[config.mk]
export PLATFORM = sky130hd
export DESIGN_NAME = montgomery_modular_alu_unit
export DESIGN_NICKNAME = d
export VERILOG_FILES = /design/src/hdl/mma_pkg.sv /design/src/hdl/mma_divider.sv /design/src/hdl/mma_mont_mul.sv /design/src/hdl/montgomery_modular_alu_unit.sv
export SDC_FILE = /design/constraint.sdc
export NUM_CORES = 2
export LEC_CHECK = 0
export ABC_CLOCK_PERIOD_IN_PS = 15100
export BUFFER_PORTS_ARGS = -buffer_cell sky130_fd_sc_hd__buf_2
export CAP_MARGIN = 0
export CORE_MARGIN = 2
export CORE_UTILIZATION = 25
export DETAILED_ROUTE_END_ITERATION = 10
export GPL_TIMING_DRIVEN = 0
export PLACE_DENSITY = 0.38
export SYNTH_ARGS = -nofsm -noshare
export SYNTH_HDL_FRONTEND = slang
export SYNTH_SLANG_ARGS = --single-unit
[constraint.sdc]
create_clock -name clk -period 15.1 [get_ports clk]
set_clock_uncertainty 0.1 [all_clocks]
set_input_delay 4.53 -clock clk [delete_from_list [all_inputs] [get_ports clk]]
set_output_delay 4.53 -clock clk [all_outputs]
set_load 0.1 [all_outputs]
[src/hdl/mma_pkg.sv]
package mma_pkg;

  localparam int unsigned WORD_W = 32;
  localparam int unsigned WIDE_W = 64;

  localparam int unsigned REQ_W = 4;
  localparam int unsigned OPND_W = 31;

  localparam logic [REQ_W-1:0] REQ_CONVERT = 4'd0;
  localparam logic [REQ_W-1:0] REQ_ADD     = 4'd1;
  localparam logic [REQ_W-1:0] REQ_SUB     = 4'd2;
  localparam logic [REQ_W-1:0] REQ_MUL     = 4'd3;
  localparam logic [REQ_W-1:0] REQ_POW     = 4'd4;
  localparam logic [REQ_W-1:0] REQ_INV     = 4'd5;
  localparam logic [REQ_W-1:0] REQ_DIVIDE  = 4'd6;
  localparam logic [REQ_W-1:0] REQ_GET     = 4'd7;
  localparam logic [REQ_W-1:0] REQ_EQUAL   = 4'd8;
  localparam logic [REQ_W-1:0] REQ_NEGATE  = 4'd9;

  localparam logic [1:0] CFG_MODULUS = 2'd0;
  localparam logic [1:0] CFG_NEG_INV = 2'd1;
  localparam logic [1:0] CFG_R_SQ    = 2'd2;

  typedef enum logic [2:0] {
    ST_IDLE,
    ST_DSTART,
    ST_DWAIT,
    ST_MSTART,
    ST_MWAIT,
    ST_POW,
    ST_OUT
  } state_t;

  typedef enum logic [2:0] {
    PH_SINGLE,
    PH_GET,
    PH_ONE,
    PH_ACC,
    PH_SQ
  } phase_t;

  typedef struct packed {
    logic              start;
    logic [WORD_W-1:0] x;
    logic [WORD_W-1:0] y;
  } mul_req_t;

  typedef struct packed {
    logic              done;
    logic [WORD_W-1:0] res;
  } mul_rsp_t;

endpackage

[src/hdl/mma_divider.sv]
module mma_divider #(
  parameter int unsigned MODULUS_BITS = 30
) (
  input  logic                    clk,
  input  logic                    rst_n,
  input  logic                    start,
  input  logic [mma_pkg::WIDE_W-1:0] dividend,
  input  logic [MODULUS_BITS-1:0] divisor,
  output logic                    done,
  output logic [MODULUS_BITS-1:0] rem
);

  localparam int unsigned CNT_W = $clog2(mma_pkg::WIDE_W + 1);

  logic                       busy_r;
  logic [CNT_W-1:0]           cnt_r;
  logic [mma_pkg::WIDE_W-1:0] dvd_r;
  logic [MODULUS_BITS-1:0]    rem_r;
  logic                       done_r;
  logic [MODULUS_BITS:0]      trial;
  logic [MODULUS_BITS:0]      rem_nxt;

  // One restoring step a cycle: shift in the next dividend bit, subtract if it fits.
  always_comb begin
    trial = {rem_r, dvd_r[mma_pkg::WIDE_W-1]};
    if (trial >= {1'b0, divisor}) begin
      rem_nxt = trial - {1'b0, divisor};
    end else begin
      rem_nxt = trial;
    end
  end

  always_ff @(posedge clk) begin
    if (!rst_n) begin
      busy_r <= 1'b0;
      done_r <= 1'b0;
      cnt_r  <= '0;
    end else begin
      done_r <= 1'b0;
      if (start) begin
        busy_r <= 1'b1;
        cnt_r  <= CNT_W'(mma_pkg::WIDE_W);
        dvd_r  <= dividend;
        rem_r  <= '0;
      end else if (busy_r) begin
        rem_r <= rem_nxt[MODULUS_BITS-1:0];
        dvd_r <= {dvd_r[mma_pkg::WIDE_W-2:0], 1'b0};
        cnt_r <= cnt_r - CNT_W'(1);
        if (cnt_r == CNT_W'(1)) begin
          busy_r <= 1'b0;
          done_r <= 1'b1;
        end
      end
    end
  end

  assign done = done_r;
  assign rem  = rem_r;

endmodule

[src/hdl/mma_mont_mul.sv]
module mma_mont_mul #(
  parameter int unsigned MODULUS_BITS = 30
) (
  input  logic                        clk,
  input  logic                        rst_n,
  input  mma_pkg::mul_req_t           req,
  input  logic [mma_pkg::WORD_W-1:0]  neg_inv,
  input  logic [MODULUS_BITS-1:0]     modulus,
  output mma_pkg::mul_rsp_t           rsp
);

  localparam int unsigned W = mma_pkg::WORD_W;

  logic [1:0]     step_r;
  logic           busy_r;
  logic           done_r;
  logic [2*W-1:0] p_r;
  logic [W-1:0]   q_r;
  logic [2*W-1:0] t_r;
  logic [W-1:0]   res_r;
  logic [W-1:0]   mul_a;
  logic [W-1:0]   mul_b;
  logic [2*W-1:0] prod;
  logic [2*W:0]   sum;

  // Single shared 32x32 multiplier: product, then q, then q * modulus.
  always_comb begin
    case (step_r)
      2'd0: begin
        mul_a = p_r[W-1:0];
        mul_b = neg_inv;
      end
      2'd1: begin
        mul_a = q_r;
        mul_b = {{(W-MODULUS_BITS){1'b0}}, modulus};
      end
      default: begin
        mul_a = req.x;
        mul_b = req.y;
      end
    endcase
  end

  assign prod = mul_a * mul_b;
  assign sum  = {1'b0, p_r} + {1'b0, t_r};

  always_ff @(posedge clk) begin
    if (!rst_n) begin
      busy_r <= 1'b0;
      done_r <= 1'b0;
      step_r <= 2'd3;
    end else begin
      done_r <= 1'b0;
      if (req.start) begin
        p_r    <= prod;
        busy_r <= 1'b1;
        step_r <= 2'd0;
      end else if (busy_r) begin
        case (step_r)
          2'd0: begin
            q_r    <= prod[W-1:0];
            step_r <= 2'd1;
          end
          2'd1: begin
            t_r    <= prod;
            step_r <= 2'd2;
          end
          default: begin
            res_r  <= sum[2*W-1:W];
            busy_r <= 1'b0;
            done_r <= 1'b1;
            step_r <= 2'd3;
          end
        endcase
      end
    end
  end

  assign rsp.done = done_r;
  assign rsp.res  = res_r;

endmodule

[src/hdl/montgomery_modular_alu_unit.sv]
// Montgomery modular ALU, R = 2^32, one request in flight; paths from input to out_tvalid:
// add, sub, negate, equal, unknown go direct to output; multiply and get: one multiply;
// convert runs a 64-step remainder, then a multiply. Power/inverse/divide: a multiply for the
// Montgomery one, then per exponent bit: a decision step, a multiply if set, and a square.
// Divide adds a final multiply; all use one multiplier. A new request waits for out_tready.
// Reset (rst_n low, synchronous): idle, modulus 1, mont_neg_inv all ones, r_squared 0.
module montgomery_modular_alu_unit #(
  parameter int unsigned MODULUS_BITS = 30
) (
  input  logic         clk,
  input  logic         rst_n,
  // req_type[3:0], operand_a[34:4], operand_b[65:35], signed_value[129:66],
  // exponent[193:130], zero pad above
  input  logic [199:0] in_tdata,
  input  logic         in_tvalid,
  output logic         in_tready,
  // result_value[30:0], equal_flag[31]
  output logic [31:0]  out_tdata,
  output logic         out_tvalid,
  input  logic         out_tready,
  input  logic         cfg_valid,
  output logic         cfg_ready,
  input  logic [1:0]   cfg_index,
  input  logic [31:0]  cfg_data
);

  localparam int unsigned W  = mma_pkg::WORD_W;
  localparam int unsigned MB = MODULUS_BITS;

  mma_pkg::state_t state_r, state_nxt;
  mma_pkg::phase_t phase_r;

  // Configuration registers
  logic [MB-1:0] mod_r;
  logic [W-1:0]  nin_r;
  logic [MB-1:0] r2_r;

  // Request context
  logic [mma_pkg::OPND_W-1:0] a_r;
  logic [mma_pkg::WIDE_W-1:0] mag_r;
  logic                       neg_r;
  logic [mma_pkg::WIDE_W-1:0] exp_r;
  logic [W-1:0]               acc_r;
  logic [W-1:0]               sq_r;
  logic                       divide_r;
  logic [W-1:0]               mx_r;
  logic [W-1:0]               my_r;
  logic [31:0]                out_data_r;

  // Input field views
  logic [mma_pkg::REQ_W-1:0]  in_req;
  logic [mma_pkg::OPND_W-1:0] in_a;
  logic [mma_pkg::OPND_W-1:0] in_b;
  logic [mma_pkg::WIDE_W-1:0] in_sv;
  logic [mma_pkg::WIDE_W-1:0] in_exp;
  logic                       in_xfer;

  assign in_req  = in_tdata[3:0];
  assign in_a    = in_tdata[34:4];
  assign in_b    = in_tdata[65:35];
  assign in_sv   = in_tdata[129:66];
  assign in_exp  = in_tdata[193:130];
  assign in_xfer = in_tvalid && in_tready;

  logic [W-1:0] mod_w;
  logic [W-1:0] mod2_w;
  logic [W-1:0] r2_w;
  logic [W-1:0] one_t;
  logic [W-1:0] fermat_e;
  logic [W-1:0] a_w;
  logic [W-1:0] b_w;
  logic [W-1:0] pa;
  logic [W-1:0] pb;
  logic [W-1:0] add_raw;
  logic [W-1:0] sub_raw;
  logic [W-1:0] neg_raw;
  logic [W-1:0] quick_res;
  logic         quick_eq;

  assign mod_w    = {{(W-MB){1'b0}}, mod_r};
  assign mod2_w   = {mod_w[W-2:0], 1'b0};
  assign r2_w     = {{(W-MB){1'b0}}, r2_r};
  assign fermat_e = mod_w - W'(2);
  assign a_w      = {1'b0, in_a};
  assign b_w      = {1'b0, in_b};

  // Pre-reduction value for the Montgomery form of one: modulus + (1 mod modulus).
  always_comb begin
    if (mod_r == '0) begin
      one_t = '0;
    end else if (mod_w == W'(1)) begin
      one_t = W'(1);
    end else begin
      one_t = mod_w + W'(1);
    end
  end

  // Quick ops (add, sub, negate): wrap, then add 2*modulus back when bit 31 is set.
  assign add_raw = a_w + b_w - mod2_w;
  assign sub_raw = a_w - b_w;
  assign neg_raw = W'(0) - a_w;
  assign pa      = (a_w >= mod_w) ? a_w - mod_w : a_w;
  assign pb      = (b_w >= mod_w) ? b_w - mod_w : b_w;

  always_comb begin
    quick_res = '0;
    quick_eq  = 1'b0;
    case (in_req)
      mma_pkg::REQ_ADD:    quick_res = add_raw[W-1] ? add_raw + mod2_w : add_raw;
      mma_pkg::REQ_SUB:    quick_res = sub_raw[W-1] ? sub_raw + mod2_w : sub_raw;
      mma_pkg::REQ_NEGATE: quick_res = neg_raw[W-1] ? neg_raw + mod2_w : neg_raw;
      mma_pkg::REQ_EQUAL:  quick_eq  = (pa == pb);
      default: begin
        quick_res = '0;
        quick_eq  = 1'b0;
      end
    endcase
  end

  // Serial remainder for convert
  logic          div_start;
  logic          div_done;
  logic [MB-1:0] div_rem;

  mma_divider #(
    .MODULUS_BITS(MB)
  ) u_div (
    .clk     (clk),
    .rst_n   (rst_n),
    .start   (div_start),
    .dividend(mag_r),
    .divisor (mod_r),
    .done    (div_done),
    .rem     (div_rem)
  );

  logic [W-1:0] rem_w;
  logic [W-1:0] conv_t;

  // A zero modulus leaves the divider's remainder meaningless; force zero.
  assign rem_w  = (mod_r == '0) ? '0 : {{(W-MB){1'b0}}, div_rem};
  assign conv_t = neg_r ? mod_w - rem_w : mod_w + rem_w;

  // Shared Montgomery multiplier
  mma_pkg::mul_req_t mul_req;
  mma_pkg::mul_rsp_t mul_rsp;
  logic [W-1:0]      get_res;

  mma_mont_mul #(
    .MODULUS_BITS(MB)
  ) u_mul (
    .clk    (clk),
    .rst_n  (rst_n),
    .req    (mul_req),
    .neg_inv(nin_r),
    .modulus(mod_r),
    .rsp    (mul_rsp)
  );

  assign get_res = (mul_rsp.res >= mod_w) ? mul_rsp.res - mod_w : mul_rsp.res;

  // Next state
  always_comb begin
    state_nxt = state_r;
    case (state_r)
      mma_pkg::ST_IDLE: begin
        if (in_xfer) begin
          case (in_req)
            mma_pkg::REQ_CONVERT: state_nxt = mma_pkg::ST_DSTART;
            mma_pkg::REQ_MUL,
            mma_pkg::REQ_POW,
            mma_pkg::REQ_INV,
            mma_pkg::REQ_DIVIDE,
            mma_pkg::REQ_GET:     state_nxt = mma_pkg::ST_MSTART;
            default:              state_nxt = mma_pkg::ST_OUT;
          endcase
        end
      end
      mma_pkg::ST_DSTART: state_nxt = mma_pkg::ST_DWAIT;
      mma_pkg::ST_DWAIT: begin
        if (div_done) begin
          state_nxt = mma_pkg::ST_MSTART;
        end
      end
      mma_pkg::ST_MSTART: state_nxt = mma_pkg::ST_MWAIT;
      mma_pkg::ST_MWAIT: begin
        if (mul_rsp.done) begin
          case (phase_r)
            mma_pkg::PH_SINGLE,
            mma_pkg::PH_GET: state_nxt = mma_pkg::ST_OUT;
            mma_pkg::PH_ACC: state_nxt = mma_pkg::ST_MSTART;
            default:         state_nxt = mma_pkg::ST_POW;
          endcase
        end
      end
      mma_pkg::ST_POW: begin
        if (exp_r == '0 && !divide_r) begin
          state_nxt = mma_pkg::ST_OUT;
        end else begin
          state_nxt = mma_pkg::ST_MSTART;
        end
      end
      mma_pkg::ST_OUT: begin
        if (out_tready) begin
          state_nxt = mma_pkg::ST_IDLE;
        end
      end
      default: state_nxt = mma_pkg::ST_IDLE;
    endcase
  end

  // Control outputs
  always_comb begin
    in_tready     = 1'b0;
    out_tvalid    = 1'b0;
    div_start     = 1'b0;
    mul_req.start = 1'b0;
    mul_req.x     = mx_r;
    mul_req.y     = my_r;
    case (state_r)
      mma_pkg::ST_IDLE:   in_tready     = 1'b1;
      mma_pkg::ST_DSTART: div_start     = 1'b1;
      mma_pkg::ST_MSTART: mul_req.start = 1'b1;
      mma_pkg::ST_OUT:    out_tvalid    = 1'b1;
      default: begin
        in_tready = 1'b0;
      end
    endcase
  end

  assign out_tdata = out_data_r;
  assign cfg_ready = 1'b1;

  always_ff @(posedge clk) begin
    if (!rst_n) begin
      state_r <= mma_pkg::ST_IDLE;
      mod_r   <= MB'(1);
      nin_r   <= '1;
      r2_r    <= '0;
    end else begin
      state_r <= state_nxt;
      if (cfg_valid && cfg_ready) begin
        case (cfg_index)
          mma_pkg::CFG_MODULUS: mod_r <= cfg_data[MB-1:0];
          mma_pkg::CFG_NEG_INV: nin_r <= cfg_data;
          mma_pkg::CFG_R_SQ:    r2_r  <= cfg_data[MB-1:0];
          default:              nin_r <= nin_r;
        endcase
      end
    end
  end

  // Datapath registers: no reset needed, state gates every use.
  always_ff @(posedge clk) begin
    case (state_r)
      mma_pkg::ST_IDLE: begin
        if (in_xfer) begin
          a_r      <= in_a;
          neg_r    <= in_sv[mma_pkg::WIDE_W-1];
          mag_r    <= in_sv[mma_pkg::WIDE_W-1] ? (mma_pkg::WIDE_W'(0) - in_sv) : in_sv;
          divide_r <= (in_req == mma_pkg::REQ_DIVIDE);
          sq_r     <= (in_req == mma_pkg::REQ_DIVIDE) ? b_w : a_w;
          exp_r    <= (in_req == mma_pkg::REQ_POW) ? in_exp
                                                   : {{(mma_pkg::WIDE_W-W){1'b0}}, fermat_e};
          out_data_r <= {quick_eq, quick_res[mma_pkg::OPND_W-1:0]};
          case (in_req)
            mma_pkg::REQ_MUL: begin
              mx_r    <= a_w;
              my_r    <= b_w;
              phase_r <= mma_pkg::PH_SINGLE;
            end
            mma_pkg::REQ_GET: begin
              mx_r    <= a_w;
              my_r    <= W'(1);
              phase_r <= mma_pkg::PH_GET;
            end
            default: begin
              // power, inverse, divide: start from the Montgomery form of one
              mx_r    <= one_t;
              my_r    <= r2_w;
              phase_r <= mma_pkg::PH_ONE;
            end
          endcase
        end
      end
      mma_pkg::ST_DWAIT: begin
        if (div_done) begin
          mx_r    <= conv_t;
          my_r    <= r2_w;
          phase_r <= mma_pkg::PH_SINGLE;
        end
      end
      mma_pkg::ST_MWAIT: begin
        if (mul_rsp.done) begin
          case (phase_r)
            mma_pkg::PH_SINGLE: out_data_r <= {1'b0, mul_rsp.res[mma_pkg::OPND_W-1:0]};
            mma_pkg::PH_GET:    out_data_r <= {1'b0, get_res[mma_pkg::OPND_W-1:0]};
            mma_pkg::PH_ONE:    acc_r <= mul_rsp.res;
            mma_pkg::PH_ACC: begin
              acc_r   <= mul_rsp.res;
              mx_r    <= sq_r;
              my_r    <= sq_r;
              phase_r <= mma_pkg::PH_SQ;
            end
            default: begin
              sq_r  <= mul_rsp.res;
              exp_r <= {1'b0, exp_r[mma_pkg::WIDE_W-1:1]};
            end
          endcase
        end
      end
      mma_pkg::ST_POW: begin
        if (exp_r == '0) begin
          // divide finishes with operand_a times the inverse
          mx_r       <= {1'b0, a_r};
          my_r       <= acc_r;
          phase_r    <= mma_pkg::PH_SINGLE;
          out_data_r <= {1'b0, acc_r[mma_pkg::OPND_W-1:0]};
        end else if (exp_r[0]) begin
          mx_r    <= acc_r;
          my_r    <= sq_r;
          phase_r <= mma_pkg::PH_ACC;
        end else begin
          mx_r    <= sq_r;
          my_r    <= sq_r;
          phase_r <= mma_pkg::PH_SQ;
        end
      end
      default: begin
        mx_r <= mx_r;
      end
    endcase
  end

endmodule

==> Word-level counts from Yosys, hierarchy flattened <==
Cells that the tools add are included.
{ "totals": {"register_bits": 718, "latchBits": 0, "ram_bits": 0, "rom_bits": 0, "input_bits": 239, "output_inout_bits": 35, "word_cells": 207, "n_memories": 0} }
{ "op_classes": {"add_sub_neg": 18, "mul": 1, "n_div": 0, "n_lt_le_gt_ge": 4, "n_eq_ne": 32, "n_shift": 0, "n_mux": 80, "bitwise": 5, "n_reduce_logical": 38} }
{ "ops": {"columns": ["cell", "count"], "rows": [
  ["two-way mux 32 bit", 20],
  ["two-way mux 64 bit", 6],
  ["case mux 32 bit (2 select lines)", 4],
  ["case mux 32 bit (4 select lines)", 2],
  ["two-way mux 31 bit", 6],
  ["case mux 64 bit (2 select lines)", 1],
  ["case mux 32 bit (3 select lines)", 1],
  ["adder 31 bit", 3],
  [">= comparator 31 x 30 -> 1 bit", 3],
  ["case mux 31 bit (3 select lines)", 1],
  ["two-way mux 30 bit", 3],
  ["adder 64 bit", 1],
  ["logical NOT 64 bit", 1],
  ["multiplier 32 x 32 -> 64 bit", 1],
  ["subtractor 1 x 64 -> 64 bit (first input constant)", 1],
  ["subtractor 31 x 30 -> 32 bit", 2],
  ["two-way mux 63 bit", 1],
  ["case mux 31 bit (2 select lines)", 1],
  ["two-way mux 3 bit", 11],
  ["adder 31 x 31 -> 32 bit", 1],
  ["equality test 32 bit", 1],
  [">= comparator 32 x 30 -> 1 bit", 1],
  ["subtractor 1 x 31 -> 32 bit (first input constant)", 1],
  ["subtractor 31 x 31 -> 32 bit", 1],
  ["other kinds (47)", 104]
]} }

==> Logic depth before layout (Yosys ltp) <==
{ "logic_depth": {"ltp_word": 7, "ltp_mapped": 37, "mapped_depth_nobuf": 32} }

==> Hierarchy <==
Synthesis repeated with hierarchy kept, for this count alone.
{ "hier_totals": {"hier_cells": 9869, "area_unflattened_um2": 87805.5} }
{ "by_module_without_submodules": {"columns": ["module", "n_inst", "cells_per_inst", "area_each_um2", "seq_area_each_um2"], "rows": [
  ["mma_mont_mul", 1, 4630, 42528.3, 5845.6],
  ["montgomery_modular_alu_unit", 1, 4664, 39067.5, 11631.2],
  ["mma_divider", 1, 575, 6209.7, 3002.9]
]} }

==> Worst setup path after synthesis <==
OpenSTA, ideal clock, no wires.
{ "synth_timing": {"kind": "input-to-reg", "from": "input in_tvalid", "to": "register exp_r[0] (netlist bit) (enable)", "setup_time_ps": 668, "arrival_time_ps": 11206, "required_ps": 14332, "path_slack_ps": 3126, "stages": 3, "path_buffers": 0, "path_cell_list": "inv_1 -> o21a_1 -> nor3_1"} }
{ "synth_between": {"elab_chain_cells": 3} }
{ "synth_lines": {"columns": ["item", "line_no", "text"], "rows": [
  ["from (decl)", "montgomery_modular_alu_unit.sv:15", "input logic in_tvalid,"],
  ["logical AND 1 bit", "montgomery_modular_alu_unit.sv:63", "assign in_xfer = in_tvalid && in_tready;"],
  ["inequality test 2 bit (no line)", null, null],
  ["AND reduction 4 bit (no line)", null, null],
  ["to (signal assigned)", "montgomery_modular_alu_unit.sv:263", "exp_r <= (in_req == mma_pkg::REQ_POW) ? in_exp"],
  ["to (signal assigned)", "montgomery_modular_alu_unit.sv:307", "exp_r <= {1'b0, exp_r[mma_pkg::WIDE_W-1:1]};"],
  ["to (decl)", "montgomery_modular_alu_unit.sv:42", "logic [mma_pkg::WIDE_W-1:0] exp_r;"]
]} }
Every way passes these cells.
A chain may end at the register's enable or synchronous reset.

==> Final worst setup path <==
{ "layout_timing": {"from": "register u_mul.step_r[0]", "to": "register u_mul.p_r[59], data pin"} }
{ "layout_between": {"elab_chain_cells": 3, "word_cells_on_any_way": 5, "classes_between": "mul (1); eq/ne (1); mux (2); reduce/logical (1)"} }
{ "layout_lines": {"columns": ["item", "line_no", "text"], "rows": [
  ["from (decl)", "mma_mont_mul.sv:14", "logic [1:0] step_r;"],
  ["from (signal assigned)", "mma_mont_mul.sv:51", "step_r <= 2'd3;"],
  ["from (signal assigned)", "mma_mont_mul.sv:57", "step_r <= 2'd0;"],
  ["from (signal assigned)", "mma_mont_mul.sv:62", "step_r <= 2'd1;"],
  ["equality test 2 x 1 -> 1 bit or logical NOT 2 bit (tied branches)", "mma_mont_mul.sv:28", "case (step_r)"],
  ["case mux 32 bit (2 select lines)", "mma_mont_mul.sv:28", null],
  ["multiplier 32 x 32 -> 64 bit (*)", "mma_mont_mul.sv:44", "assign prod = mul_a * mul_b;"],
  ["net u_mul.prod[59]", "mma_mont_mul.sv:23", "logic [2*W-1:0] prod;"],
  ["to (signal assigned)", "mma_mont_mul.sv:55", "p_r <= prod;"],
  ["to (decl)", "mma_mont_mul.sv:17", "logic [2*W-1:0] p_r;"]
]} }
Mark *: on every way through the listed nets, which the timed path passes. The rest lies on a longest branch.

==> out/metrics.yaml <==
outcome:
  status: "complete, but fails checks"
  violations: "design-rule violations, max-capacitance violations, max-slew violations"
setup_path:
  worstSetupPathType: "flop to flop"
  critical_path_arrival_ns: 14.67
  cp-start-kind: "flop"
  crit_path_max_incr_delay_ns: 1.14
  cp_slowest_cell: "o21ai_1"
  cp-end-kind: "flop"
  cp.required_ns: 15.50
  cpMostUsedCell: "fa_1"
  crit_path_max_fanout: 10
timing:
  rsz0062_at_grt: "no"
  hold_viol_final: 0
  finalCriticalPeriod_ns: 14.27
  finalCritPeriodShare_pct: 94.5
  max_slew_margin_pct: -6.56
  setup_violations: 0
  report.final.slew_viol_count: 87
  fmax_mhz: 70.1
  hold_slack_ns: 0.377
  worstMarginPinSlew_ns: 1.59
route:
  drt-initial-drc-count: 8407
  num_vias: 75300
  wl_per_cell_um: 30.4
  drc: 15
  drt_wl_total_um: 443000
  ant_nets: 0
  dr.pass1.iters: 11
  vias_per_cell: 5.17
yosys:
  ys_async_sr_fraction_pct: 0
  synth.distinct_cells: 83
  syn_area_sq_um: 85000
  yosys.area.top_type_share_pct: 22.0
  yosys-top-cells-area: "fa_1, edfxtp_1, ha_1"
  synth_ff_type: "edfxtp_1"
  yosys.area.top_type: "fa_1"
  synth.most_common_cell: "nand2_1"
  syn-num-nets: 11300
  avgSynthCellArea_sq_um: 8.95
  syn_inst: 9502
  synth-seq-cells: 718
  yosys_warnings: 0
  synth_edf_count: 610
  ys_seq_area_share_pct: 24.1
  synth_commonest_cells: "nand2_1, inv_1, nor2_1"
cts:
  clkSinkCount: 718
  clock_latency_ns: 0.77
  clockBufferDepth: 3
  clk_pin_slew_ns: 0.06
  cts_buffers: 92
  cts-resized-gates: 0
  root_buffer: "clkbuf_16"
  cts_htree_levels: 3
  cts_tree: "yes"
  cts_setup_buffers: 0
  hold_buffers: 0
global_routing:
  grt_antenna_before_repair: 77
  grt_max_degree: 68
  gr-total-overflow: 0
  grt_pass1_vias: 74400
  grt_pass1_wl_um: 608000
  grt_usage_pct: 25.2
floorplanning:
  die_h_um: 587
  die_area_sq_um: 345000
  ioPinCount: 274
  num_rows: 214
  core_area_sq_um: 339000
  initial_core_util_pct: 25.1
  die_w_um: 587
finish:
  finalNetCount: 11800
  drive_gt1_share_pct: 5.95
  final_area_sq_um: 96500
  fillers: 36600
  multi_input_area_sq_um: 58800
  syn2layout_area_growth_pct: 13.5
  regArea_sq_um: 20500
placed_design:
  hpwl_um: 368000
  portBuffers: 265
  place_area_sq_um: 93200
  gp_congestion: 0.974
job:
  drv_cap: 10
worst_hold_path:
  hp-class: "flop to flop"
[routing by layer]
layer  track usage [%]  share of wire, %
met1              34.6                44
met2              39.1                44
met3              3.57               6.8
met4              11.2               5.2
met5                 0             0.021
[cells by family (layout without fill, tap and decap cells)]
logic type	Yosys count	after routing	synth area share, %
flops	718	718	24.1
xor+xnor	513	513	5.29
mux	184	184	2.17
buf+inv	1586	2086	7.01
compound gates	1919	1919	14.6
simple gates	2982	2982	15.0
fa+ha+maj	1599	1599	31.8
other cells	1	36	0.00441
[critical path, delay by kind of cell, from the launching register on]
kind,cells,cell delay [ns]
AOI/OAI and AO/OA,9,4.02
xor gates and xnor gates,1,0.32
adders and majority gates,9,4.62
buffers and inverters,8,2.98
DFF,1,0.30
muxes,1,0.30
and+or+nand+nor,4,1.29
[cell type report]
class / count / share of cell area, %
antenna: 35 / 0.0908
clock inverter: 55 / 0.629
buffer: 439 / 1.72
clock buffer: 116 / 2.71
multi-input combinational: 7198 / 60.9
sequential: 718 / 21.2
inverter: 1147 / 4.46
timing repair buffer: 329 / 2.35
tap: 4536 / 5.88
[per-stage QoR]
stage                     std cells  setup slack, ns  util, %  TNS (ns)
after floorplan                9502             3.13        -         0
after global placement        14300            -1.72     27.1   -165.13
after detailed placement      14400            0.951     27.5         0
after CTS                     14500            0.865     28.4         0
after global routing          14600            0.362     28.4         0
final                         14600            0.829     28.5         0
[flip-flops by register name (all words and copies together) (netlist names), 2 cells and up]
signal and count:
u_div.rem 30, a_r 31, nin_r 32, u_div.cnt_r 7, u_mul.p_r 64, mag_r 64
mod_r 30, u_mul.res_r 32, out_tdata 32, phase_r 3, my_r 32, u_div.dvd_r 64
r2_r 30, sq_r 32, u_mul.t_r 64, acc_r 32, exp_r 64, state_r 3
mx_r 32, u_mul.q_r 32, u_mul.step_r 2
[final timing paths]
| check | from | end | cells past startpoint | slack (ns) |
|---|---|---|---|---|
| worst max register to register | u_mul.step_r[0] | u_mul.p_r[59] | 32 | 0.83 |
| worst min-delay path | nin_r[23] | nin_r[23] | 2 | 0.38 |
| worst min register to register | nin_r[23] | nin_r[23] | 2 | 0.38 |
| worst max-delay path | u_mul.step_r[0] | u_mul.p_r[59] | 32 | 0.83 |
[placed cells by master (no fill, tap or decap), types with 38 or more instances in the layout]
master,instances
o22ai_1,48
clkbuf_16,98
nor4_1,41
xnor2_1,391
a21o_1,182
nand2_1,1238
a21oi_1,502
a21boi_0,77
buf_1,44
edfxtp_1,610
buf_2,269
o211ai_1,45
a211oi_1,50
nand3_1,125
or3_1,41
clkbuf_1,395
nor3_1,126
ha_1,663
o21bai_1,44
mux2i_1,182
nor2_1,1037
fa_1,936
o31ai_1,42
xor2_1,121
nor2b_1,59
o21ai_0,409
nand2b_1,70
a221oi_1,48
nand4_1,60
dfxtp_1,100
o21a_1,120
a31oi_1,38
inv_1,1145
Power is not shown: default switching activity piles up to over one toggle a cycle in this logic, so the estimate is an artifact.
